`src/sv/caei_pkg.sv`:
```
// shared types and constants for the current average and energy integrator
package caei_pkg;

  // fixed field widths
  localparam int ADC_BITS       = 10;
  localparam int TIME_W         = 32;
  localparam int CUR_W          = 15;
  localparam int ADDED_W        = 22;
  localparam int ENERGY_W       = 32;
  localparam int CFG_W          = 4;

  // default and reset values
  localparam int MAX_AVERAGE_LOG2_DEF = 12;
  localparam logic [CFG_W-1:0] AVERAGE_LOG2_RESET = 4'd4;

  // offset removal and clamp
  localparam int OFFSET    = 512;
  localparam int CLAMP_LIM = 189;
  localparam int CLAMP_LO  = OFFSET - CLAMP_LIM;
  localparam int CLAMP_HI  = OFFSET + CLAMP_LIM;
  localparam int U_W       = 9;

  // linear map: q = floor(u * 5000 / 189) as (u * MAP_RECIP) >> MAP_SHIFT
  // exact over u in 0..378
  localparam int OUT_LIM   = 5000;
  localparam int Q_W       = 14;
  localparam int MAP_SHIFT = 24;
  localparam int MAP_RW    = 29;
  localparam logic [MAP_RW-1:0] MAP_RECIP = 29'd443841694;

  // times 4, keep 94 percent: floor(v * 94 / 25) as (v * KEEP_RECIP) >> KEEP_SHIFT
  // exact over v in 0..5000
  localparam int V_W        = 13;
  localparam int KEEP_SHIFT = 28;
  localparam int KEEP_RW    = 30;
  localparam logic [KEEP_RW-1:0] KEEP_RECIP = 30'd1009317315;

  localparam int ENERGY_SHIFT = 10;

  // report queue
  localparam int QUEUE_DEPTH = 2;
  localparam int QPTR_W      = $clog2(QUEUE_DEPTH);

  typedef struct packed {
    logic [ADC_BITS-1:0] adc_sample;
    logic [TIME_W-1:0]   time_ms;
  } in_item_t;

  typedef struct packed {
    logic [CUR_W-1:0]           current_scaled;
    logic [TIME_W-1:0]          delta_ms;
    logic [ADDED_W-1:0]         energy_added;
    logic signed [ENERGY_W-1:0] energy_total;
  } out_item_t;

endpackage

```
`src/sv/caei_front.sv`:
```
// sample accumulator: sums samples and hands completed averages to the report queue
module caei_front #(
  parameter int MAX_AVERAGE_LOG2 = caei_pkg::MAX_AVERAGE_LOG2_DEF
) (
  input  logic                                  clk,
  input  logic                                  rst,
  input  logic                                  in_valid,
  output logic                                  in_ready,
  input  caei_pkg::in_item_t                    in_data,
  input  logic [caei_pkg::CFG_W-1:0]            average_log2,
  output logic                                  push_valid,
  input  logic                                  push_ready,
  output logic [caei_pkg::ADC_BITS+MAX_AVERAGE_LOG2-1:0] push_avg,
  output logic [caei_pkg::TIME_W-1:0]           push_time
);

  localparam int SUM_W  = caei_pkg::ADC_BITS + MAX_AVERAGE_LOG2;
  localparam int CNT_W  = MAX_AVERAGE_LOG2 + 1;
  localparam int LOG2_W = $clog2(MAX_AVERAGE_LOG2 + 1);

  logic [SUM_W-1:0]  sample_sum;
  logic [CNT_W-1:0]  sample_count;
  logic [SUM_W-1:0]  sum_next;
  logic [CNT_W-1:0]  count_next;
  logic [CNT_W-1:0]  target;
  logic [LOG2_W-1:0] eff_log2;
  logic              report;
  logic              accept;

  // register value above the supported maximum saturates
  assign eff_log2 = ({28'd0, average_log2} > 32'(MAX_AVERAGE_LOG2)) ?
                    LOG2_W'(MAX_AVERAGE_LOG2) : LOG2_W'(average_log2);

  assign sum_next   = sample_sum + SUM_W'(in_data.adc_sample);
  assign count_next = sample_count + CNT_W'(1);
  assign target     = CNT_W'(1) << eff_log2;
  assign report     = (count_next >= target);

  assign in_ready   = push_ready;
  assign accept     = in_valid && in_ready;
  assign push_valid = in_valid && report;
  assign push_avg   = sum_next >> eff_log2;
  assign push_time  = in_data.time_ms;

  always_ff @(posedge clk) begin
    if (rst) begin
      sample_sum   <= '0;
      sample_count <= '0;
    end else if (accept) begin
      if (report) begin
        sample_sum   <= '0;
        sample_count <= '0;
      end else begin
        sample_sum   <= sum_next;
        sample_count <= count_next;
      end
    end
  end

endmodule

```
`src/sv/caei_queue.sv`:
```
// two-entry report queue between the accumulator and the report arithmetic
module caei_queue #(
  parameter int AVG_W = caei_pkg::ADC_BITS + caei_pkg::MAX_AVERAGE_LOG2_DEF
) (
  input  logic                          clk,
  input  logic                          rst,
  input  logic                          push_valid,
  output logic                          push_ready,
  input  logic [AVG_W-1:0]              push_avg,
  input  logic [caei_pkg::TIME_W-1:0]   push_time,
  output logic                          pop_valid,
  input  logic                          pop_ready,
  output logic [AVG_W-1:0]              pop_avg,
  output logic [caei_pkg::TIME_W-1:0]   pop_time
);

  localparam int CNT_W = caei_pkg::QPTR_W + 1;

  logic [AVG_W-1:0]            avg_mem  [caei_pkg::QUEUE_DEPTH];
  logic [caei_pkg::TIME_W-1:0] time_mem [caei_pkg::QUEUE_DEPTH];
  logic [caei_pkg::QPTR_W-1:0] wr_ptr;
  logic [caei_pkg::QPTR_W-1:0] rd_ptr;
  logic [CNT_W-1:0]            fill;
  logic                        do_push;
  logic                        do_pop;

  assign push_ready = (fill != CNT_W'(caei_pkg::QUEUE_DEPTH));
  assign pop_valid  = (fill != '0);
  assign do_push    = push_valid && push_ready;
  assign do_pop     = pop_valid && pop_ready;
  assign pop_avg    = avg_mem[rd_ptr];
  assign pop_time   = time_mem[rd_ptr];

  always_ff @(posedge clk) begin
    if (do_push) begin
      avg_mem[wr_ptr]  <= push_avg;
      time_mem[wr_ptr] <= push_time;
    end
  end

  always_ff @(posedge clk) begin
    if (rst) begin
      wr_ptr <= '0;
      rd_ptr <= '0;
      fill   <= '0;
    end else begin
      if (do_push) wr_ptr <= wr_ptr + caei_pkg::QPTR_W'(1);
      if (do_pop)  rd_ptr <= rd_ptr + caei_pkg::QPTR_W'(1);
      unique case ({do_push, do_pop})
        2'b10:   fill <= fill + CNT_W'(1);
        2'b01:   fill <= fill - CNT_W'(1);
        default: fill <= fill;
      endcase
    end
  end

endmodule

```
`src/sv/caei_back.sv`:
```
// report sequencer: scales the average, integrates energy, holds the result item
module caei_back #(
  parameter int AVG_W = caei_pkg::ADC_BITS + caei_pkg::MAX_AVERAGE_LOG2_DEF
) (
  input  logic                          clk,
  input  logic                          rst,
  input  logic                          pop_valid,
  output logic                          pop_ready,
  input  logic [AVG_W-1:0]              pop_avg,
  input  logic [caei_pkg::TIME_W-1:0]   pop_time,
  output logic                          out_valid,
  input  logic                          out_ready,
  output caei_pkg::out_item_t           out_data
);

  localparam int MAP_PW  = caei_pkg::U_W + caei_pkg::MAP_RW;
  localparam int KEEP_PW = caei_pkg::V_W + caei_pkg::KEEP_RW;
  localparam int TW      = caei_pkg::TIME_W;

  typedef enum logic [1:0] {S_MAP, S_SCALE, S_MUL, S_OUT} state_t;

  state_t                       state;
  logic [caei_pkg::Q_W-1:0]     q_map;
  logic [caei_pkg::CUR_W-1:0]   cur;
  logic [TW-1:0]                delta;
  logic [TW-1:0]                prod;
  logic [TW-1:0]                last_report_time;
  logic [caei_pkg::ENERGY_W-1:0] energy_accumulator;

  logic [caei_pkg::U_W-1:0]     u;
  logic [MAP_PW-1:0]            map_prod;
  logic [caei_pkg::V_W-1:0]     v;
  logic [KEEP_PW-1:0]           keep_prod;
  logic                         positive;
  logic [caei_pkg::ADDED_W-1:0] added;
  logic [caei_pkg::ENERGY_W-1:0] energy_next;
  logic                         out_free;
  logic                         out_load;

  // offset removal and clamp, shifted so the clamped value starts at zero
  always_comb begin
    if (pop_avg >= AVG_W'(caei_pkg::CLAMP_HI)) begin
      u = caei_pkg::U_W'(2 * caei_pkg::CLAMP_LIM);
    end else if (pop_avg <= AVG_W'(caei_pkg::CLAMP_LO)) begin
      u = '0;
    end else begin
      u = caei_pkg::U_W'(pop_avg - AVG_W'(caei_pkg::CLAMP_LO));
    end
  end

  assign map_prod  = MAP_PW'(u) * MAP_PW'(caei_pkg::MAP_RECIP);
  assign positive  = (q_map > caei_pkg::Q_W'(caei_pkg::OUT_LIM));
  assign v         = caei_pkg::V_W'(q_map - caei_pkg::Q_W'(caei_pkg::OUT_LIM));
  assign keep_prod = KEEP_PW'(v) * KEEP_PW'(caei_pkg::KEEP_RECIP);
  assign added       = prod[caei_pkg::ENERGY_SHIFT +: caei_pkg::ADDED_W];
  assign energy_next = energy_accumulator + caei_pkg::ENERGY_W'(added);
  assign out_free    = !out_valid || out_ready;
  assign out_load    = (state == S_OUT) && out_free;
  assign pop_ready   = (state == S_MAP);

  always_ff @(posedge clk) begin
    if (rst) begin
      state              <= S_MAP;
      out_valid          <= 1'b0;
      last_report_time   <= '0;
      energy_accumulator <= '0;
    end else begin
      if (out_load) begin
        out_valid <= 1'b1;
      end else if (out_ready) begin
        out_valid <= 1'b0;
      end
      unique case (state)
        S_MAP: begin
          if (pop_valid) begin
            q_map            <= map_prod[caei_pkg::MAP_SHIFT +: caei_pkg::Q_W];
            delta            <= pop_time - last_report_time;
            last_report_time <= pop_time;
            state            <= S_SCALE;
          end
        end
        S_SCALE: begin
          // non-positive scaled current reads as zero
          cur   <= positive ? keep_prod[caei_pkg::KEEP_SHIFT +: caei_pkg::CUR_W] : '0;
          state <= S_MUL;
        end
        S_MUL: begin
          prod  <= TW'(TW'(cur) * delta);
          state <= S_OUT;
        end
        S_OUT: begin
          if (out_free) begin
            energy_accumulator      <= energy_next;
            out_data.current_scaled <= cur;
            out_data.delta_ms       <= delta;
            out_data.energy_added   <= added;
            out_data.energy_total   <= signed'(energy_next);
            state                   <= S_MAP;
          end
        end
        default: state <= S_MAP;
      endcase
    end
  end

endmodule

```
`src/sv/current_average_energy_integrator.sv`:
```
// top level of the current average and energy integrator
//
//  channel   direction  handshake                 payload
//  in        input      in_valid / in_ready        in_data   (adc_sample, time_ms)
//  out       output     out_valid / out_ready      out_data  (current_scaled, delta_ms,
//                                                             energy_added, energy_total)
//  cfg       input      cfg_write_en               cfg_write_data (average_log2)
//
// a sample item is taken whenever the report queue has room
// an item that completes an average goes through the report sequencer steps in order
//   (map multiply, keep-94% multiply, current-times-delta multiply, accumulate)
// a new report item waits until the last has left; the two-entry queue absorbs bursts
// synchronous reset clears sums, counts, report time, energy total and the queue;
//   average_log2 comes out of reset at 4
// a stalled result holds in the output register; samples keep coming in until
//   the queue fills, then in_ready drops
module current_average_energy_integrator #(
  parameter int MAX_AVERAGE_LOG2 = caei_pkg::MAX_AVERAGE_LOG2_DEF
) (
  input  logic                          clk,
  input  logic                          rst,
  input  logic                          in_valid,
  output logic                          in_ready,
  input  caei_pkg::in_item_t            in_data,
  output logic                          out_valid,
  input  logic                          out_ready,
  output caei_pkg::out_item_t           out_data,
  input  logic                          cfg_write_en,
  input  logic [caei_pkg::CFG_W-1:0]    cfg_write_data
);

  // sum of up to 2^MAX_AVERAGE_LOG2 samples, also the widest average
  localparam int AVG_W = caei_pkg::ADC_BITS + MAX_AVERAGE_LOG2;

  // configuration register
  logic [caei_pkg::CFG_W-1:0] average_log2;

  // front to queue
  logic                        push_valid;
  logic                        push_ready;
  logic [AVG_W-1:0]            push_avg;
  logic [caei_pkg::TIME_W-1:0] push_time;

  // queue to back
  logic                        pop_valid;
  logic                        pop_ready;
  logic [AVG_W-1:0]            pop_avg;
  logic [caei_pkg::TIME_W-1:0] pop_time;

  // to be written only while idle (the block does not enforce it), so no interlock with items in flight
  always_ff @(posedge clk) begin
    if (rst) begin
      average_log2 <= caei_pkg::AVERAGE_LOG2_RESET;
    end else if (cfg_write_en) begin
      average_log2 <= cfg_write_data;
    end
  end

  // accumulate samples, decide when a report is due
  caei_front #(
    .MAX_AVERAGE_LOG2 (MAX_AVERAGE_LOG2)
  ) u_front (
    .clk          (clk),
    .rst          (rst),
    .in_valid     (in_valid),
    .in_ready     (in_ready),
    .in_data      (in_data),
    .average_log2 (average_log2),
    .push_valid   (push_valid),
    .push_ready   (push_ready),
    .push_avg     (push_avg),
    .push_time    (push_time)
  );

  // decouples sample intake from report arithmetic
  caei_queue #(
    .AVG_W (AVG_W)
  ) u_queue (
    .clk        (clk),
    .rst        (rst),
    .push_valid (push_valid),
    .push_ready (push_ready),
    .push_avg   (push_avg),
    .push_time  (push_time),
    .pop_valid  (pop_valid),
    .pop_ready  (pop_ready),
    .pop_avg    (pop_avg),
    .pop_time   (pop_time)
  );

  // scale, integrate energy, drive the result item
  caei_back #(
    .AVG_W (AVG_W)
  ) u_back (
    .clk       (clk),
    .rst       (rst),
    .pop_valid (pop_valid),
    .pop_ready (pop_ready),
    .pop_avg   (pop_avg),
    .pop_time  (pop_time),
    .out_valid (out_valid),
    .out_ready (out_ready),
    .out_data  (out_data)
  );

endmodule

```
`config.mk`:
```
export PLATFORM = sky130hd
export DESIGN_NAME = current_average_energy_integrator
export DESIGN_NICKNAME = d
export VERILOG_FILES = /design/src/sv/caei_pkg.sv /design/src/sv/caei_front.sv /design/src/sv/caei_queue.sv /design/src/sv/caei_back.sv /design/src/sv/current_average_energy_integrator.sv
export SDC_FILE = /design/constraint.sdc
export NUM_CORES = 2
export LEC_CHECK = 0
export ABC_AREA = 1
export BUFFER_PORTS_ARGS = -buffer_cell sky130_fd_sc_hd__buf_2
export CAP_MARGIN = 20
export CORE_ASPECT_RATIO = 1.1
export CORE_MARGIN = 2
export CORE_UTILIZATION = 30
export CTS_CLUSTER_SIZE = 16
export DETAILED_ROUTE_END_ITERATION = 7
export PLACE_DENSITY_LB_ADDON = 0.12
export REMOVE_ABC_BUFFERS = 1
export SYNTH_ARGS = -nofsm -noshare
export SYNTH_HDL_FRONTEND = slang
export SYNTH_SLANG_ARGS = --single-unit
```
`constraint.sdc`:
```
create_clock -name clk -period 16.4 [get_ports clk]
set_input_delay 3.28 -clock clk [delete_from_list [all_inputs] [get_ports clk]]
set_output_delay 3.28 -clock clk [all_outputs]
set_load 0.005 [all_outputs]
```
* Word level (Yosys, flattened, before mapping)
Memories as Yosys holds them, arrays and structs flattened. A register that Yosys moved wholly into a read port is not among the register bits.
Index checks and enable logic that the tools add are counted.
** Cells by class
- $add $sub $neg :: 10
- Multipliers :: 3
- Order comparisons :: 5
- Equality and inequality tests :: 8
- Shifts and indexed selects :: 2
- Mux-type cells :: 17
- Bitwise gates (word level) :: 1
- Reduce and logical (&&, ||, !) cells :: 18
** Operators with widths (count)
- 13-bit by 30-bit multiplier with 43-bit output (second input constant) :: 1
- 9-bit by 28-bit multiplier with 37-bit output (second input constant) :: 1
- 32-bit by 22-bit adder with 32-bit output :: 1
- 15-bit by 32-bit multiplier with 32-bit output :: 1
- 32-bit subtractor :: 1
- 22-bit by 10-bit adder with 22-bit output :: 1
- 22-bit by 10-bit >= comparator with 1-bit output (second input constant) :: 1
- 22-bit by 9-bit less-or-equal comparator with 1-bit output (second input constant) :: 1
- 22-bit 2-to-1 mux :: 1
- 22-bit by 4-bit right shift with 22-bit output :: 1
- 9-bit 2-to-1 mux :: 2
- 14-bit by 13-bit > comparator with 1-bit output (second input constant) :: 1
- 13-bit by 1-bit adder with 13-bit output (second input constant) :: 1
- 13-bit >= comparator :: 1
- 13-bit 2-to-1 mux :: 1
- 1-bit by 4-bit left shift with 13-bit output (first input constant) :: 1
- 13-bit subtractor (second input constant) :: 1
- 2-bit AND reduction :: 5
- 9-bit subtractor (second input constant) :: 1
- 1-bit 2-to-1 mux :: 8
- 2-bit case mux with 4 select lines :: 1
- 2-bit equality test (second input constant) :: 3
- 3-bit AND reduction :: 2
- 2-bit nonzero test :: 3
- 15 further kinds :: 23
** Word-level totals
- Register bits :: 304
- Bits in writable memories :: 108
- Input bits :: 51
- Output and inout bits :: 103
- Memories kept :: 2
** Memories
- u_queue.time_mem :: words 2, bits a word 32, read ports 1, clocked after Yosys merged registers in 1, wr ports 1, line caei_queue.sv:20 : logic [caei_pkg::TIME_W-1:0] time_mem [caei_pkg::QUEUE_DEPTH];
- u_queue.avg_mem :: words 2, bits a word 22, read ports 1, clocked after Yosys merged registers in 1, wr ports 1, line caei_queue.sv:19 : logic [AVG_W-1:0] avg_mem [caei_pkg::QUEUE_DEPTH];

* Depth between registers and ports, before layout
- Depth after elaboration :: 8
- Mapped depth :: 36
- Depth with buffers taken out :: 35

* Cells and area by module
From an unflattened synthesis, not the netlist that was laid out.
** Unflattened totals
- Cells, all modules :: 5384
- Area, all modules :: 43425.4 um^2
** By module, submodules not included
- caei_back :: times used 1, cells each 4446, area an instance 34674.5 um^2, seq. area each 6866.6 um^2
- caei_queue :: times used 1, cells each 206, area an instance 4391.7 um^2, seq. area each 3343.2 um^2
- caei_front :: times used 1, cells each 707, area an instance 4184.0 um^2, seq. area each 700.7 um^2
- current_average_energy_integrator :: times used 1, cells each 25, area an instance 175.2 um^2, seq. area each 80.1 um^2

* Worst setup path after synthesis
OpenSTA, ideal clock, no wires.
- Path kind :: in2reg
- Start :: input port out_ready
- End :: register, netlist name u_back.out_data[0]
- Setup time :: 562 ps
- Arrival :: 8154 ps
- Required time :: 15838 ps
- Slack :: 7684 ps
- Cell stages on the path :: 5
- Buffers on the path :: 1
- Path through :: nor2_1 nor2_1 inv_1 clkbuf_1 nor2_1
** Between the ends
- Word-level cells in the longest chain between the ends :: 2
** RTL lines
- start, declared :: line current_average_energy_integrator.sv:26 : input logic out_ready,
- 1-bit logical OR :: line caei_back.sv:57 : assign out_free = !out_valid || out_ready;
- 3-bit AND reduction (no line)
No other way between the ends.
A chain may end at the register's enable or synchronous reset.

==> results.ini <==
[layout]
drive_above_1_share=0.07548
nets=6004
fill_cells=14678
syn2layout_area_growth_pct=11.14
utilization=0.3353
instances_no_fill=6981

[detailed_routing]
viasPerCell=4.609
drt_pass1_iterations=7
drc_errors=0
num_vias=32176
wl_per_cell_um=17.77
drt_iter0_markers=1635
ant_nets=0
routed_wl_mm=124.0

[clock_network]
cts.clk_slew.worst_paths_ns=0.06
post-cts-setup-buffer-count=0
clock_latency_ns=0.65
clkSinkCount=403
cts_buffer_depth=3
hold_buffers=0
cts_tree=yes
clockRootBuffer=clkbuf_16
cts_resized=0
cts_buffers=51
htreeDepth=2

[timing]
rsz0062_at_grt=no
period_needed_ns=7.116
relSlewSlack=0.3131
fin_skew_ns=0.05259
worst_slew_pin_slew_ns=1.030
max_freq_ghz=0.1405
final_hold_viol_count=0
setup_viol=0
fin_setup_tns_ns=0
drv_slew=0
fin_crit_sh=0.4339

[worst_setup_path]
end_kind=register
slowest_stage=nor2_1
crit_top_cell=nand2_1
max_stage_delay_ns=0.57
crit_type=register to register
worst_r2r_endpoint=u_back.q_map[12]$_DFFE_PP_
regToRegSetupSlack_ns=9.28
worstSetupStartpointType=register
cp_max_fo=47
arrival_ns=7.51
reg2reg_depth=32
critPathRequiredTime_ns=16.79
cp-endpoint=u_back.q_map[12]$_DFFE_PP_

[logic_synthesis]
yosys-top-cells-area=fa_1 22%, edfxtp_1 21%, ha_1 11%
syn_area_um2=41560
synth_cells=4998
yosysTopAreaCellShare=0.2221
synthFlopType=edfxtp_1
synth_edf_count=292
yosysWarnings=0
yosysUniqueCellTypes=67
avgSynthCellArea_um2=8.315
async_reset_ff_frac=0
synth_most_common_cell=nand2_1
ys_seq_area_frac=0.2645
yosysTopAreaCell=fa_1
synth-seq-cells=403
yosys-top-cells-count=1,180 x nand2_1, 1,026 x inv_1, 461 x fa_1

[die]
fp.dieH_um=394.4
io_pins=154
dieArea_um2=141500
start_util=0.3017
coreArea_um2=137800
die_w_um=358.9
rows=143

[global_routing]
grt_pass1_vias=33460
grt_first_pass_wirelength_mm=194.4
grt_start_max_net_pins=70
grt_use_total=0.1753
antenna_found_initial=4
overflow=0

[place]
io_buffers=153
hpwl_mm=99.32
placed_cells=6883
gp_congestion=0.8650

[hold_path]
hold_class=register to register

[run_status]
outcome=finished clean

[job]
drv_cap=0

==> sequential cells by signal (all words and copies together), names as in the netlist, named ones only <==
signal	cells
u_back.out_data	101
u_queue.time_mem	64
u_queue.avg_mem	44
u_back.delta	32
u_back.energy_accumulator	32
u_back.last_report_time	32
u_back.prod	22
u_front.sample_sum	22
u_back.cur	15
u_back.q_map	14
u_front.sample_count	13
average_log2	4
u_back.state	2
u_queue.fill	2
u_back.out_valid	1
u_queue.rd_ptr	1
u_queue.wr_ptr	1
==> critical path: cells and delay by family, from the launching register on <==
kind	cells	cell delay, ns
AOI/OAI and AO/OA	4	0.86
xor gates and xnor gates	1	0.18
adders and majority gates	6	2.24
DFF	1	0.31
and+or+nand+nor	14	2.01
buffers and inverters	7	1.27
==> final cells by class <==
| type | instances | area [um^2] | area share |
|---|---|---|---|
| Multi-Input combinational cell | 3430 | 26190 | 0.5670 |
| Sequential cell | 403 | 10990 | 0.2380 |
| Inverter | 1049 | 3938 | 0.08525 |
| Tap cell | 1812 | 2267 | 0.04908 |
| Clock buffer | 60 | 1320 | 0.02858 |
| Timing Repair Buffer | 190 | 1054 | 0.02281 |
| Clock inverter | 35 | 424.2 | 0.009183 |
| Antenna cell | 2 | 5.005 | 0.0001084 |
==> cells by family after synthesis <==
group / synth area share
buffers and inverters: 0.1063
AND/OR/NAND/NOR: 0.1902
flip-flops: 0.2645
XOR/XNOR: 0.02779
AO/OA/AOI/OAI: 0.07761
adder cells (fa/ha/maj): 0.3326
multiplexers: 0.001024
==> per-stage QoR <==
| step | cell area, um^2 | hold slack (ns) | worst slack (ns) |
|---|---|---|---|
| finish | 46190 | 0.4544 | 9.284 |
| CTS | 46170 | 0.4555 | 9.162 |
| global placement | 44430 | 0.4374 | 9.269 |
| floorplan | 41080 | 0.4265 | 6.395 |
| detailed placement | 44430 | 0.4471 | 9.154 |
| global route | 46180 | 0.4654 | 8.600 |
==> worst min path at each step <==
stage,slack [ns],endpoint,from,depth (start not counted)
after floorplan,0.43,register,u_queue.rd_ptr$_SDFFE_PP0P_,1
after global placement,0.44,u_queue.rd_ptr$_SDFFE_PP0P_,u_queue.rd_ptr$_SDFFE_PP0P_,1
after detailed placement,0.45,u_queue.rd_ptr$_SDFFE_PP0P_,u_queue.rd_ptr$_SDFFE_PP0P_,1
after CTS,0.46,u_queue.rd_ptr$_SDFFE_PP0P_,u_queue.rd_ptr$_SDFFE_PP0P_,1
after global routing,0.47,u_queue.rd_ptr$_SDFFE_PP0P_,u_queue.rd_ptr$_SDFFE_PP0P_,1
final,0.45,register,u_queue.rd_ptr$_SDFFE_PP0P_,1
==> cells in the final DEF, fill, tap and decap left out, drive strengths merged, types with 25 or more instances in the layout <==
master | netlist | layout
a21o | 30 | 30
nand3 | 220 | 220
clkinv | 1 | 25
buf | 39 | 190
ha | 367 | 367
nor2 | 324 | 324
xor2 | 87 | 87
a21oi | 273 | 273
o21ai | 196 | 196
nor3 | 51 | 51
nand2 | 1206 | 1206
clkbuf | 77 | 60
inv | 1048 | 1048
xnor2 | 44 | 44
nand4 | 43 | 43
fa | 461 | 461
dfxtp | 111 | 111
edfxtp | 292 | 292
==> per-layer routing <==
metal  track usage  wire, um  vias to the layer above
met2        0.3061     60470                      525
li1              -         -                    15905
met1        0.2294     55890                    15609
met3       0.02255      4753                      133
met4       0.04189      2897                        4
met5             0        27                        -
Power is left out: the tool's default activity adds up to more than one toggle a clock period on the data nets, which glitch-free logic cannot reach.
